File: src/sv/tlbs_pkg.sv
`timescale 1ns / 1ps
`default_nettype none
// ----------------------------------------------------------------------------
// Table search package
// Shared sizes for the table search block and its checker.
// ----------------------------------------------------------------------------
package tlbs_pkg;

  localparam int unsigned TableDepth = 8;
  localparam int unsigned IdxW       = 3;         // entry index width
  localparam int unsigned CntW       = IdxW + 1;  // holds 0..TableDepth
  localparam int unsigned LinCmpW    = 4;
  localparam int unsigned BinCmpW    = 3;
  localparam int unsigned WordW      = 32;

  localparam logic [IdxW-1:0]    LastIdx  = IdxW'(TableDepth - 1);
  localparam logic [CntW-1:0]    DepthCnt = CntW'(TableDepth);
  localparam logic [IdxW-1:0]    FirstMid = IdxW'((TableDepth - 1) / 2);
  localparam logic [LinCmpW-1:0] LinMax   = LinCmpW'(TableDepth);
  localparam logic [BinCmpW-1:0] BinMax   = BinCmpW'($clog2(TableDepth) + 1);

  localparam logic ModeLoad   = 1'b0;
  localparam logic ModeSearch = 1'b1;

endpackage
`default_nettype wire

File: src/sv/table_linear_and_binary_search_top.sv
`timescale 1ns / 1ps
`default_nettype none
// ----------------------------------------------------------------------------
// Table linear and binary search
// Eight-word signed table with a linear scan and a binary search per key.
// ----------------------------------------------------------------------------
// A word is taken at a rising edge with start high and busy low. A load word
// (mode 0) writes one table entry at that edge, keeps busy low and gives no
// result, so the block stays free for the next word. A search word (mode 1)
// runs a linear scan and a binary search side by side, each on its own read
// port of the table memory (registered read). The linear scan
// reads one entry per cycle, up to the first match or through the full
// table when there is no match; the binary search makes one probe per
// cycle, at most 4. A search holds busy for the longer of the two.
// The result shows for exactly one cycle with result_valid_o high; the
// receiver cannot stall it, and a new word may be accepted in that same
// cycle. Entries never loaded since reset read as undefined. The binary
// search assumes ascending signed order; on an unsorted table it reports
// whatever its probe sequence finds.
// ----------------------------------------------------------------------------
module table_linear_and_binary_search_top
  import tlbs_pkg::*;
(
  input  wire logic                clk_i,
  input  wire logic                rst_ni,
  input  wire logic                start,
  output logic                     busy,
  input  wire logic                mode_i,
  input  wire logic [IdxW-1:0]     entry_index_i,
  input  wire logic signed [WordW-1:0] entry_value_i,
  input  wire logic signed [WordW-1:0] search_key_i,
  output logic                     result_valid_o,
  output logic                     linear_found_o,
  output logic [IdxW-1:0]          linear_index_o,
  output logic [LinCmpW-1:0]       linear_compares_o,
  output logic                     binary_found_o,
  output logic [IdxW-1:0]          binary_index_o,
  output logic [BinCmpW-1:0]       binary_compares_o
);

  localparam logic StIdle = 1'b0;
  localparam logic StRun  = 1'b1;

  logic state_q, state_d;
  logic valid_q, valid_d;

  logic accept, load_acc, search_acc;

  // table memory, two read ports
  logic [WordW-1:0] mem_q [TableDepth];
  logic [WordW-1:0] lin_rd_q, bin_rd_q;

  logic [WordW-1:0] key_q, key_d;

  // linear scan state
  logic [IdxW-1:0] lin_addr_q, lin_addr_d;
  logic            lin_done_q, lin_done_d;
  logic            lin_found_q, lin_found_d;

  // binary search state: [lo, end) window, end exclusive
  logic [CntW-1:0]    lo_q, lo_d;
  logic [CntW-1:0]    end_q, end_d;
  logic [CntW-1:0]    mid_full;
  logic [IdxW-1:0]    mid_q, mid_d;
  logic               bin_done_q, bin_done_d;
  logic               bin_found_q, bin_found_d;
  logic [BinCmpW-1:0] bin_cnt_q, bin_cnt_d;

  assign accept     = start && !busy;
  assign load_acc   = accept && (mode_i == ModeLoad);
  assign search_acc = accept && (mode_i == ModeSearch);

  always_comb begin
    state_d     = state_q;
    valid_d     = 1'b0;
    key_d       = key_q;
    lin_addr_d  = lin_addr_q;
    lin_done_d  = lin_done_q;
    lin_found_d = lin_found_q;
    lo_d        = lo_q;
    end_d       = end_q;
    bin_done_d  = bin_done_q;
    bin_found_d = bin_found_q;
    bin_cnt_d   = bin_cnt_q;
    mid_full    = '0;
    mid_d       = mid_q;

    unique case (state_q)
      StIdle: begin
        if (search_acc) begin
          state_d     = StRun;
          key_d       = search_key_i;
          lin_addr_d  = '0;
          lin_done_d  = 1'b0;
          lin_found_d = 1'b0;
          lo_d        = '0;
          end_d       = DepthCnt;
          bin_done_d  = 1'b0;
          bin_found_d = 1'b0;
          bin_cnt_d   = '0;
          mid_d       = FirstMid;
        end
      end
      StRun: begin
        // linear: lin_rd_q holds entry lin_addr_q
        if (!lin_done_q) begin
          if (lin_rd_q == key_q) begin
            lin_done_d  = 1'b1;
            lin_found_d = 1'b1;
          end else if (lin_addr_q == LastIdx) begin
            lin_done_d  = 1'b1;
          end else begin
            lin_addr_d  = lin_addr_q + 1'b1;
          end
        end
        // binary: bin_rd_q holds entry mid_q
        if (!bin_done_q) begin
          bin_cnt_d = bin_cnt_q + 1'b1;
          if (bin_rd_q == key_q) begin
            bin_done_d  = 1'b1;
            bin_found_d = 1'b1;
          end else begin
            if ($signed(bin_rd_q) < $signed(key_q)) begin
              lo_d = {1'b0, mid_q} + 1'b1;
            end else begin
              end_d = {1'b0, mid_q};
            end
            if (lo_d >= end_d) begin
              bin_done_d = 1'b1;
            end else begin
              mid_full = lo_d + ((end_d - lo_d - 1'b1) >> 1);
              mid_d    = mid_full[IdxW-1:0];
            end
          end
        end
        if (lin_done_d && bin_done_d) begin
          state_d = StIdle;
          valid_d = 1'b1;
        end
      end
      default: state_d = StIdle;
    endcase
  end

  always_ff @(posedge clk_i or negedge rst_ni) begin
    if (!rst_ni) begin
      state_q     <= StIdle;
      valid_q     <= 1'b0;
      lin_done_q  <= 1'b0;
      lin_found_q <= 1'b0;
      bin_done_q  <= 1'b0;
      bin_found_q <= 1'b0;
    end else begin
      state_q     <= state_d;
      valid_q     <= valid_d;
      lin_done_q  <= lin_done_d;
      lin_found_q <= lin_found_d;
      bin_done_q  <= bin_done_d;
      bin_found_q <= bin_found_d;
    end
  end

  // payload, no reset
  always_ff @(posedge clk_i) begin
    key_q      <= key_d;
    lin_addr_q <= lin_addr_d;
    lo_q       <= lo_d;
    end_q      <= end_d;
    mid_q      <= mid_d;
    bin_cnt_q  <= bin_cnt_d;
  end

  // table memory: one write port, two registered read ports
  always_ff @(posedge clk_i) begin
    if (load_acc) begin
      mem_q[entry_index_i] <= entry_value_i;
    end
    lin_rd_q <= mem_q[lin_addr_d];
    bin_rd_q <= mem_q[mid_d];
  end

  assign busy           = (state_q == StRun);
  assign result_valid_o = valid_q;

  // working registers hold still through the strobe cycle
  assign linear_found_o    = lin_found_q;
  assign linear_index_o    = lin_found_q ? lin_addr_q : '0;
  assign linear_compares_o = lin_found_q ? ({1'b0, lin_addr_q} + 1'b1) : LinMax;
  assign binary_found_o    = bin_found_q;
  assign binary_index_o    = bin_found_q ? mid_q : '0;
  assign binary_compares_o = bin_cnt_q;

endmodule
`default_nettype wire

File: config.mk
export PLATFORM = sky130hd
export DESIGN_NAME = table_linear_and_binary_search_top
export DESIGN_NICKNAME = d
export VERILOG_FILES = /design/src/sv/tlbs_pkg.sv /design/src/sv/table_linear_and_binary_search_top.sv
export SDC_FILE = /design/constraint.sdc
export NUM_CORES = 1
export LEC_CHECK = 0
export BUFFER_PORTS_ARGS = -buffer_cell sky130_fd_sc_hd__buf_4
export CORE_MARGIN = 8
export CORE_UTILIZATION = 40
export DETAILED_ROUTE_END_ITERATION = 6
export GPL_TIMING_DRIVEN = 1
export PLACE_DENSITY = 0.62
export SLEW_MARGIN = 0
export SYNTH_ARGS = -nofsm -noshare
export SYNTH_HDL_FRONTEND = slang
export SYNTH_SLANG_ARGS = --single-unit
File: constraint.sdc
create_clock -name clk_i -period 9.3 [get_ports clk_i]
set_clock_uncertainty 0.2 [all_clocks]
set_input_delay 2.325 -clock clk_i [delete_from_list [all_inputs] [get_ports clk_i]]
set_output_delay 2.325 -clock clk_i [all_outputs]
set_load 0.05 [all_outputs]
* After elaboration in Yosys (flattened, before gate mapping) *
Memories as Yosys holds them, arrays and structs flattened. A register that Yosys moved wholly into a read port is not among the register bits.
Index checks and enable logic that the tools add are counted.

word-level totals
  register bits after elaboration = 55
  RAM bits = 256
  input port bits = 71
  output and inout port bits = 17
  logic and storage cells = 99
  memories = 1

memory list
  memory  depth  width  rd ports  clocked after memory_dff  wr ports  line                                      text
  mem_q   8      32     2         2                         1         table_linear_and_binary_search_top.sv:50  logic [WordW-1:0] mem_q [TableDepth];

cells by class
  add/sub/neg operators = 7
  magnitude comparators = 2
  equal/unequal tests = 9
  mux-type cells = 56
  bitwise logic cells = 2
  reduce and logical (&&, ||, !) cells = 10

operators by type and width
  cell                   number
  $eq A32 B32 Y1         2
  $mux W4                15
  $mux W3                12
  $lt A32 B32 Y1         1
  $mux W1                19
  $pmux W3 S2            3
  $pmux W4 S2            2
  $pmux W1 S2            5
  $reduce_and A3 Y1      3
  $add A3 B1 Y4 const B  2
  $ne A2 B2 Y1 const B   4
  $add A3 B1 Y3 const B  2
  $ge A4 B4 Y1           1
  $logic_and A1 B1 Y1    4
  $ne A2 B1 Y1 const B   2
  $reduce_and A2 Y1      2
  $sub A4 B1 Y4 const B  1
  $sub A4 B4 Y4          1
  $add A3 B3 Y3          1
  $eq A3 B3 Y1 const B   1
  $not A1 Y1             2
  $logic_not A1 Y1       1

* Logic depth before layout (Yosys ltp) *
Gate-level depths: netlist (run 1).

  word-level depth = 13
  gate-level depth with buffers = 22
  gate-level depth less buffers = 19

* Least setup slack after synthesis (run 1) *
No wires, ideal clock.

  path type = input to register
  from = in mode_i
  to = mem mem_q[0][0] (enable)
  library setup time = 461 ps
  data arrival time = 4,964 ps
  data required time = 8,639 ps
  path slack = 3,675 ps
  stages = 2
  buffers on the path = 0
  path through = or3_1 > nor3_1

on the way
  cells in the longest elaborated chain, start to end = 4

ends and longest elaborated chain
  what                           line                                       text
  from (decl)                    table_linear_and_binary_search_top.sv:28   input wire logic mode_i,
  $not A1 Y1                     table_linear_and_binary_search_top.sv:70   assign load_acc = accept && (mode_i == ModeLoad);
  $logic_and A1 B1 Y1            table_linear_and_binary_search_top.sv:70
  $mux W1                        table_linear_and_binary_search_top.sv:175  if (load_acc) begin
  $mux W1 (implied by the code)  table_linear_and_binary_search_top.sv:176  mem_q[entry_index_i] <= entry_value_i;
  to (decl)                      table_linear_and_binary_search_top.sv:50

No other way between the ends.

* Worst setup path in the final report (run 1) *
  from = reg key_q[21]
  to = reg bin_rd_q[16] (read register of mem_q)

on the way
  cells in the longest elaborated chain, start to end = 12
  elaborated cells between the ends (all ways) = 18
  classes of those cells = 3 x add/sub; 2 x order compare; 1 x eq/ne; 12 x mux

ends and longest elaborated chain
  what                    line                                       text
  from (decl)             table_linear_and_binary_search_top.sv:53   logic [WordW-1:0] key_q, key_d;
  from (signal assigned)  table_linear_and_binary_search_top.sv:165  key_q <= key_d;
  $lt A32 B32 Y1          table_linear_and_binary_search_top.sv:123  if ($signed(bin_rd_q) < $signed(key_q)) begin
  $mux W4                 table_linear_and_binary_search_top.sv:123
  $mux W4                 table_linear_and_binary_search_top.sv:119  if (bin_rd_q == key_q) begin
  $mux W4                 table_linear_and_binary_search_top.sv:117  if (!bin_done_q) begin
  $mux W4                 table_linear_and_binary_search_top.sv:88   unique case (state_q)
  $sub A4 B4 Y4           table_linear_and_binary_search_top.sv:131  mid_full = lo_d + ((end_d - lo_d - 1'b1) >> 1);
  $sub A4 B1 Y4           table_linear_and_binary_search_top.sv:131
  $add A3 B3 Y3           table_linear_and_binary_search_top.sv:131
  $mux W3                 table_linear_and_binary_search_top.sv:128  if (lo_d >= end_d) begin
  $mux W3 *               table_linear_and_binary_search_top.sv:119
  $mux W3 *               table_linear_and_binary_search_top.sv:117
  $pmux W3 S2 *           table_linear_and_binary_search_top.sv:88
  to (decl)               table_linear_and_binary_search_top.sv:51   logic [WordW-1:0] lin_rd_q, bin_rd_q;

Every way passes the cells marked *; elsewhere a longest branch is shown, timed or not. The select of a mux whose other input is x is not followed.
A chain may end at the register's enable or synchronous reset.

==> results of run 1 <==
## flip-flops by register name (all words and copies together), names as in the netlist
name and flops:
key_q 32, lin_addr_q 3, end_q 4, bin_rd_q 32
busy 1, binary_compares_o 3, mid_q 3, binary_found_o 1
linear_found_o 1, lin_done_q 1, bin_done_q 1, lo_q 4
mem_q 256, lin_rd_q 32, result_valid_o 1
## power by group through the flow
stage | sequential (mW) | combinational, mW | clock (mW)
2_1_floorplan | 2.26 | 3.83 | 0
3_3_place_gp | 2.29 | 4.61 | 0
3_5_place_dp | 2.28 | 4.66 | 0
4_1_cts | 2.25 | 4.68 | 1.66
5_1_grt | 2.27 | 5.00 | 1.72
6_report | 2.25 | 4.63 | 1.62
## critical path: stages, from the launching register on
cell and delay [ps]:
edfxtp_1 400, inv_1 80, ha_1 230, a211oi_1 240
nor2_1 110, nor4_2 300, nor2_1 130, a221oi_4 770
mux2_2 440, ha_1 290, nor2b_1 230, nor2_1 60
o21ai_0 150, mux2i_1 110, and3_1 250, a22oi_1 180
o22a_4 730, buf_4 590, mux2i_1 150, mux2_2 270
## synthesized netlist by cell type, types with 3 or more instances
| master | instances |
|---|---|
| mux2i_1 | 393 |
| edfxtp_1 | 299 |
| dfxtp_1 | 70 |
| mux2_2 | 65 |
| inv_1 | 45 |
| ha_1 | 44 |
| xor2_1 | 36 |
| nor2_1 | 25 |
| buf_2 | 24 |
| nand2_1 | 21 |
| buf_6 | 18 |
| o21ai_0 | 14 |
| a21oi_1 | 12 |
| and2_1 | 12 |
| clkbuf_1 | 10 |
| nor4_1 | 10 |
| nand4_1 | 9 |
| nand3_1 | 8 |
| xnor2_1 | 8 |
| dfrtp_1 | 6 |
| nand2b_1 | 4 |
| o21a_1 | 4 |
| a211oi_1 | 3 |
## cells by family (layout without fill, tap and decap cells)
group / count (synthesis) / count (layout) / synth area share
muxes: 459 / 459 / 0.2668
AOI/OAI and AO/OA: 51 / 51 / 0.01987
buffers and inverters: 102 / 223 / 0.03161
adders and majority gates: 45 / 45 / 0.03247
and+or+nand+nor: 98 / 98 / 0.02812
DFF: 375 / 375 / 0.5992
other: 0 / 1 / 0
xor gates and xnor gates: 44 / 44 / 0.02193
## final cells by class
type	instances	area, µm²
Clock buffer	59	1165
Inverter	46	172.7
Fill cell	3865	23660
Tap cell	592	740.7
Sequential cell	375	10530
Antenna cell	1	2.502
Timing Repair Buffer	102	790.8
Multi-Input combinational cell	697	6583
Clock inverter	16	191.4
## final timing paths
check / end / slack [ps] / from / depth (start not counted)
max reg2reg: bin_rd_q[16] / 3210 / key_q[21] / 19
min in group asynchronous: busy / 1380 / rst_ni / 1
min reg2reg: end_q[3] / 360 / end_q[3] / 2
max: bin_rd_q[16] / 3210 / key_q[21] / 19
min: end_q[3] / 360 / end_q[3] / 2
max in group asynchronous: bin_done_q / 7400 / rst_ni / 1
## per-layer routing
metal / up-vias / track usage
li1: 4606 / -
met1: 4887 / 0.2116
met2: 187 / 0.2600
met3: 54 / 0.03168
met4: 2 / 0.04591
met5: - / 0
==> run_results.csv, run 1 <==
group,metric,value,unit
yosys,synthTopCellsByArea,"edfxtp_1 51%, mux2i_1 22%, dfxtp_1 8.0%",
route,route.met3.wl,1842,µm
worst_setup_path,critical_path_class,"reg -> reg",
power,pwr-share-clk,0.191,
clocking,cts_resized,0,
power,p_total,8.501,mW
flow_run,maxCapViolCount,0,
power,leakage,8.395,nW
sta,maxClockFrequency,0.1643,GHz
clocking,clk_pin_slew_worst_paths,60,ps
sta,grt_setup_unrepaired,"false",
power,intPower,5.293,mW
route,avgRoutedWirePerCell,21.56,µm
clocking,cts_setup_buffers,0,
die,num_io_pins,88,
placement,pre_cts_ws,3187,ps
min_path,min-delay-path-class,"reg -> reg",
placement,placed_cells,1812,
power,p_per_area,421.3,nW/µm²
sta,setup_slack,3213,ps
layout,design_area,20180,µm²
layout,syn2layout_area_growth,14.81,%
sta,period_share,0.6545,
yosys,synth_nets,1290,
placement,dp_hpwl,24210,µm
clocking,numCtsBuffers,41,
layout,drive_above_1_share,0.1915,
power,swShare,0.3774,
global_route,grt_pass1_wl,60840,µm
power,power_frac_seq,0.265,
clocking,clkSinkCount,375,
layout,layout_commonest_cell,"mux2i_1",
global_route,grt_pass1_vias,10140,
power,combPwrFrac,0.545,
clocking,clock-root-buffer,"clkbuf_16",
layout,utilization,0.4603,
global_route,grt_antenna_before_repair,2,
worst_setup_path,arrival,6320,ps
yosys,syn-instance-count,1174,
route,drt-initial-drc-count,538,
power,p_switching,3.208,mW
die,die_y,225.6,µm
sta,final_max_slew_viol_count,0,
route,wl_met2,19150,µm
worst_setup_path,path_max_fanout,39,
layout,final_cell_mix,"393 x mux2i_1, 299 x edfxtp_1, 100 x buf_4, 70 x dfxtp_1, 65 x mux2_2",
route,drc,0,
yosys,synth.top_cell.area_share,0.5109,
yosys,synth_edf_count,299,
yosys,yosysTopAreaCell,"edfxtp_1",
sta,setup_tns,0,ps
global_route,grt_overflow,0,
route,viasPerCell,5.157,
route,wl,40710,µm
sta,hold_violations,0,
yosys,post_synth.cell_area_avg,14.97,µm²
worst_setup_path,startpoint_type,"flop",
die,row_count,77,
sta,setup_violations,0,
route,drtPass1Iterations,4,
sta,whs,357.6,ps
die,die-area,50900,µm²
placement,dpl-instance-area,18820,µm²
layout,nNetsFinal,1379,
route,ant_nets,0,
clocking,max-clock-path-buffers,3,
yosys,postSynthRegisterBits,375,
route,wl_met1,18840,µm
placement,port_buffers,87,
yosys,ys_seq_area_frac,0.5992,
run_status,outcome,"finished, final reports clean",
yosys,synthesis.area,17570,µm²
clocking,clkLatencyLatePin,550,ps
worst_setup_path,critPathRequiredTime,9530,ps
clocking,htree_levels,2,
placement,gp_congestion,0.7853,
global_route,grt_max_degree,130,
layout,instances_no_fill,1888,
yosys,synth-main-ff-cell,"edfxtp_1",
yosys,synth-async-reset-ratio,0.01600,
global_route,gr-usage-all-layers,0.1586,
route,vias,9736,
die,start_util,0.4009,
sta,relSlewSlack,0.2477,
yosys,ys_types,51,
yosys,yosys_warnings,0,
clocking,holdBufCountCts,0,
power,max-vdd-ir-drop,0.0005791,V
sta,post-route-min-period,6087,ps
worst_setup_path,endpoint_kind,"flop",
die,die_w,225.6,µm
clocking,cts_tree,"yes",
die,coreArea,43840,µm²
sta,worstMarginPinSlew,1124,ps
route,highest_layer,"met5",
Note: power is estimated with default switching activity, not from simulation.
==> inputs of run 2 (changes only) <==
==> constraint.sdc (replaced) <==
create_clock -name clk_i -period 6 [get_ports clk_i]
set_clock_uncertainty 0.2 [all_clocks]
set_input_delay 1.5 -clock clk_i [delete_from_list [all_inputs] [get_ports clk_i]]
set_output_delay 1.5 -clock clk_i [all_outputs]
set_load 0.05 [all_outputs]
==> run 2 against run 1 <==
Effect of this change:
- register-to-register slack worse by 2900 ps
- core utilization up 0.30 points
- sequential power up 55%
- largest power group unchanged
- flip-flop and latch count unchanged
- largest cell class unchanged
- non-clock buffer count up 12
- first-iteration DRC count down 10%
- power up 57%
- highest routed layer unchanged
- worst setup slack worse by 2900 ps
==> run_results.csv, run 2 (synthesis gave the netlist of run 1 again) <==
group,metric,value,unit
run_status,outcome,"finished, final reports clean",
global_route,gr-usage-all-layers,0.1608,
power,swShare,0.3786,
die,die-area,50900,µm²
layout,drive_above_1_share,0.1954,
sta,period_share,0.9402,
die,die_y,225.6,µm
min_path,hold-path-endpoint,"end_q[3]",
sta,final_max_slew_viol_count,0,
placement,gp_congestion,0.7700,
route,drc,0,
min_path,min-delay-path-class,"reg -> reg",
layout,layout_commonest_cell,"mux2i_1",
power,p_switching,5.056,mW
route,ant_nets,0,
route,drtPass1Iterations,5,
clocking,cts_tree,"yes",
layout,largest_reg_flops,256,
clocking,clk_pin_slew_worst_paths,60,ps
layout,design_area,20310,µm²
layout,instances_no_fill,1902,
die,num_io_pins,88,
worst_setup_path,critical_path_class,"reg -> reg",
sta,setup_violations,0,
power,p_per_area,657.5,nW/µm²
sta,hold_violations,0,
layout,fillers,3805,
global_route,grt_antenna_before_repair,1,
worst_setup_path,arrival,5870,ps
power,combPwrFrac,0.553,
worst_setup_path,startpoint_type,"flop",
clocking,numCtsBuffers,42,
worst_setup_path,rrSetupSlack,360,ps
power,pwr-share-clk,0.187,
sta,worstMarginPinSlew,1090,ps
global_route,grt_max_degree,130,
clocking,cts_setup_buffers,0,
sta,relSlewSlack,0.2716,
layout,antenna_cells,0,
worst_setup_path,endpoint_kind,"flop",
placement,placed_cells,1824,
power,p_total,13.35,mW
worst_setup_path,critPathLaunch,"key_q[15]",
worst_setup_path,r2r-end,"bin_rd_q[29]",
die,start_util,0.4009,
die,row_count,77,
route,vias,9782,
route,viasPerCell,5.143,
route,drt-initial-drc-count,482,
layout,nNetsFinal,1392,
placement,port_buffers,87,
min_path,worstHoldStart,"end_q[3]",
worst_setup_path,rr_worst_depth,17,
layout,regMostFlops,"mem_q",
clocking,htree_levels,2,
power,leakage,8.461,nW
global_route,grt_pass1_wl,61710,µm
power,intPower,8.298,mW
sta,post-route-min-period,5641,ps
flow_run,maxCapViolCount,0,
clocking,clkSinkCount,375,
clocking,clkLatencyLatePin,560,ps
placement,dp_hpwl,26160,µm
route,avgRoutedWirePerCell,21.66,µm
clocking,cts_resized,0,
die,coreArea,43840,µm²
layout,final_cell_mix,"393 x mux2i_1, 299 x edfxtp_1, 108 x buf_4, 70 x dfxtp_1, 65 x mux2_2",
worst_setup_path,critPathRequiredTime,6230,ps
min_path,hold_depth,2,
sta,setup_tns,0,ps
power,power_frac_seq,0.261,
clocking,holdBufCountCts,0,
worst_setup_path,path_max_fanout,13,
clocking,clock-root-buffer,"clkbuf_16",
worst_setup_path,reg2reg_from,"key_q[15]",
global_route,grt_overflow,0,
route,wl,41200,µm
sta,grt_setup_unrepaired,"false",
global_route,grt_pass1_vias,10240,
die,die_w,225.6,µm
layout,syn2layout_area_growth,15.56,%
clocking,max-clock-path-buffers,3,
layout,utilization,0.4633,
power,max-vdd-ir-drop,0.0007622,V
sta,maxClockFrequency,0.1773,GHz
placement,dpl-instance-area,18960,µm²
run 2: worst max-delay path: stages, from the launching register on:
cell	delay (ps)
edfxtp_1	400
inv_1	60
ha_1	290
nand4_1	170
nor4_1	650
a2111o_1	340
a221oi_4	120
buf_4	220
o21ai_0	420
inv_1	90
ha_1	310
xor2_1	210
fa_1	490
mux2i_4	480
buf_4	370
mux2i_1	250
mux2i_1	120
mux2_2	310
run 2: per-layer routing:
layer  up-vias  track usage  routed length [µm]
li1       4632            -                   -
met1      4902       0.2107               19020
met2       175       0.2672               19560
met3        71      0.02779                1488
met4         2      0.05535                1124
met5         -            0                  13
run 2: power by group through the flow:
stage	Clock, mW	Sequential, mW	Combinational (mW)
floorplan	0	3.50	5.93
global placement	0	3.54	7.34
detailed placement	0	3.53	7.43
CTS	2.55	3.49	7.47
global route	2.65	3.52	7.95
finish	2.49	3.48	7.38
run 2: worst max-delay path by stage:
| stage | slack [ps] | end | depth (start not counted) |
|---|---|---|---|
| after floorplan | 1140 | bin_rd_q[10] | 21 |
| after detailed placement | 350 | bin_rd_q[29] | 17 |
| after global placement | 460 | bin_rd_q[1] | 17 |
| final | 360 | bin_rd_q[29] | 17 |
| after CTS | 310 | bin_rd_q[29] | 17 |
| after global routing | 7 | bin_rd_q[29] | 18 |
run 2: cell type report:
cell class | instances | area [µm²] | share of cell area
clock buffers | 60 | 1190 | 0.05859
well taps | 592 | 740.7 | 0.03647
flip-flops and latches | 375 | 10530 | 0.5185
inverters | 46 | 172.7 | 0.008502
clock inverters | 18 | 161.4 | 0.007948
repair buffers | 114 | 930.9 | 0.04584
multi-input cells | 697 | 6583 | 0.3241
run 2: stage by stage:
step / setup slack (ps) / hold slack [ps]
4_1_cts: 306.7 / 368.0
3_3_place_gp: 459.3 / 355.4
5_1_grt: 7.442 / 388.9
2_1_floorplan: 1142 / 316.2
3_5_place_dp: 347.0 / 354.7
6_report: 358.9 / 366.9
==> inputs of run 3 (changes only) <==
--- a/config.mk
+++ b/config.mk
@@ -11,6 +11,7 @@
 export DETAILED_ROUTE_END_ITERATION = 6
 export GPL_TIMING_DRIVEN = 1
 export PLACE_DENSITY = 0.62
+export REMOVE_ABC_BUFFERS = 1
 export SLEW_MARGIN = 0
 export SYNTH_ARGS = -nofsm -noshare
 export SYNTH_HDL_FRONTEND = slang
==> run 3 against run 2 <==
Effect of this change:
- power down 0.54%
- worst hold slack gained 5.3 ps
- critical path depth increased by 1
- critical path type unchanged
- critical endpoint is now bin_rd_q[9]
- largest cell class unchanged
==> run_results.csv, run 3 (synthesis gave the netlist of run 1 again) <==
group,metric,value,unit
sta,hold_violations,0,
flow_run,maxCapViolCount,0,
global_route,grt_pass1_vias,10190,
sta,setup_violations,0,
sta,final_max_slew_viol_count,0,
route,drtPass1Iterations,5,
worst_setup_path,critPathLaunch,"key_q[1]",
min_path,min-delay-path-class,"reg -> reg",
clocking,cts_resized,0,
placement,pre_cts_ws,676.5,ps
clocking,max-clock-path-buffers,3,
global_route,grt_antenna_before_repair,2,
worst_setup_path,critical_path_class,"reg -> reg",
worst_setup_path,arrival,5560,ps
clocking,cts_tree,"yes",
sta,setup_tns,0,ps
worst_setup_path,reg2reg_from,"key_q[1]",
power,p_total,13.28,mW
worst_setup_path,startpoint_type,"flop",
route,vias,9737,
layout,nNetsFinal,1387,
route,highest_layer,"met5",
route,ant_nets,0,
route,drc,0,
layout,layout_commonest_cell,"mux2i_1",
layout,largest_reg_flops,256,
global_route,gr-usage-all-layers,0.1607,
route,viasPerCell,5.144,
sta,setup_slack,667.3,ps
layout,syn2layout_area_growth,15.14,%
global_route,grt_pass1_wl,61410,µm
global_route,grt_max_degree,82,
power,max-vdd-ir-drop,0.0006812,V
clocking,clkLatencyLatePin,550,ps
clocking,numCtsBuffers,40,
layout,antenna_cells,0,
clocking,cts_setup_buffers,0,
placement,gp_congestion,0.7835,
clocking,clk_pin_slew_worst_paths,60,ps
min_path,worstHoldStart,"bin_done_q",
worst_setup_path,endpoint_kind,"flop",
die,coreArea,43840,µm²
layout,multiInputGateArea,6583,µm²
route,wl_met2,20350,µm
die,start_util,0.4009,
sta,worstMarginPinSlew,1140,ps
power,leakage,8.416,nW
die,die_y,225.6,µm
placement,dp_hpwl,25670,µm
clocking,holdBufCountCts,0,
sta,period_share,0.8888,
layout,ff_latch_area,10530,µm²
layout,regMostFlops,"mem_q",
layout,instances_no_fill,1893,
worst_setup_path,critPathRequiredTime,6230,ps
run_status,outcome,"finished, final reports clean",
route,wl,41150,µm
sta,grt_setup_unrepaired,"false",
clocking,htree_levels,2,
die,row_count,77,
layout,fillers,3825,
die,num_io_pins,88,
placement,port_buffers,87,
global_route,grt_overflow,0,
power,p_per_area,656.4,nW/µm²
sta,post-route-min-period,5333,ps
layout,drive_above_1_share,0.1922,
placement,placed_cells,1821,
sta,relSlewSlack,0.2382,
worst_setup_path,path_max_fanout,37,
route,drt-initial-drc-count,466,
route,avgRoutedWirePerCell,21.74,µm
route,route.met3.wl,1783,µm
clocking,clkSinkCount,375,
layout,final_cell_mix,"393 x mux2i_1, 299 x edfxtp_1, 103 x buf_4, 70 x dfxtp_1, 65 x mux2_2",
clocking,clock-root-buffer,"clkbuf_16",
route,wl_met1,18210,µm
die,die_w,225.6,µm
sta,maxClockFrequency,0.1875,GHz
die,die-area,50900,µm²
## run 3: power breakdown
| group | switching [mW] | internal (mW) | total [mW] |
|---|---|---|---|
| clock | 0.976 | 1.44 | 2.41 |
| sequential | 0.230 | 3.26 | 3.49 |
| combinational | 3.80 | 3.57 | 7.38 |
| total | 5.01 | 8.27 | 13.3 |
## run 3: cell type report
cell class                 instances  share of cell area
sequential                       375              0.5204
inverter                          46            0.008533
clock inverter                    19            0.009584
timing repair buffer             111             0.04613
tap                              592             0.03661
multi-input combinational        697              0.3253
clock buffer                      53             0.05343
## run 3: path summary, 6_finish.rpt
path / to / slack (ps) / depth (start not counted)
max in group asynchronous: bin_done_q / 4930 / 1
min in group asynchronous: result_valid_o / 550 / 1
setup reg to reg: bin_rd_q[9] / 670 / 18
hold / removal: bin_done_q / 370 / 2
hold reg to reg: bin_done_q / 370 / 2
setup / recovery: bin_rd_q[9] / 670 / 18
## run 3: metal layers
layer  track usage  vias up
met1        0.2026     4911
met3       0.02987       56
met2        0.2794      166
li1              -     4600
met4       0.04549        4
met5             0        -
## run 3: per-stage QoR
step | hold slack, ps | instance area, µm² | util
2_1_floorplan | 316.2 | 17190 | -
3_3_place_gp | 359.0 | 18960 | 0.4325
3_5_place_dp | 365.8 | 18960 | 0.4325
4_1_cts | 371.8 | 20230 | 0.4616
5_1_grt | 408.9 | 20230 | 0.4616
6_report | 372.3 | 20230 | 0.4616
## run 3: worst max-delay path: stages (launching register included)
cell and delay [ps]:
edfxtp_1 450, inv_1 100, ha_1 260, a21oi_1 130
o21ai_0 190, a2111o_1 520, a221oi_4 380, buf_4 280
nand2_1 60, o21ai_0 200, inv_1 90, ha_1 320
xor2_1 210, fa_1 480, mux2i_4 350, buf_12 310
mux2i_1 270, mux2i_1 100, mux2_2 270
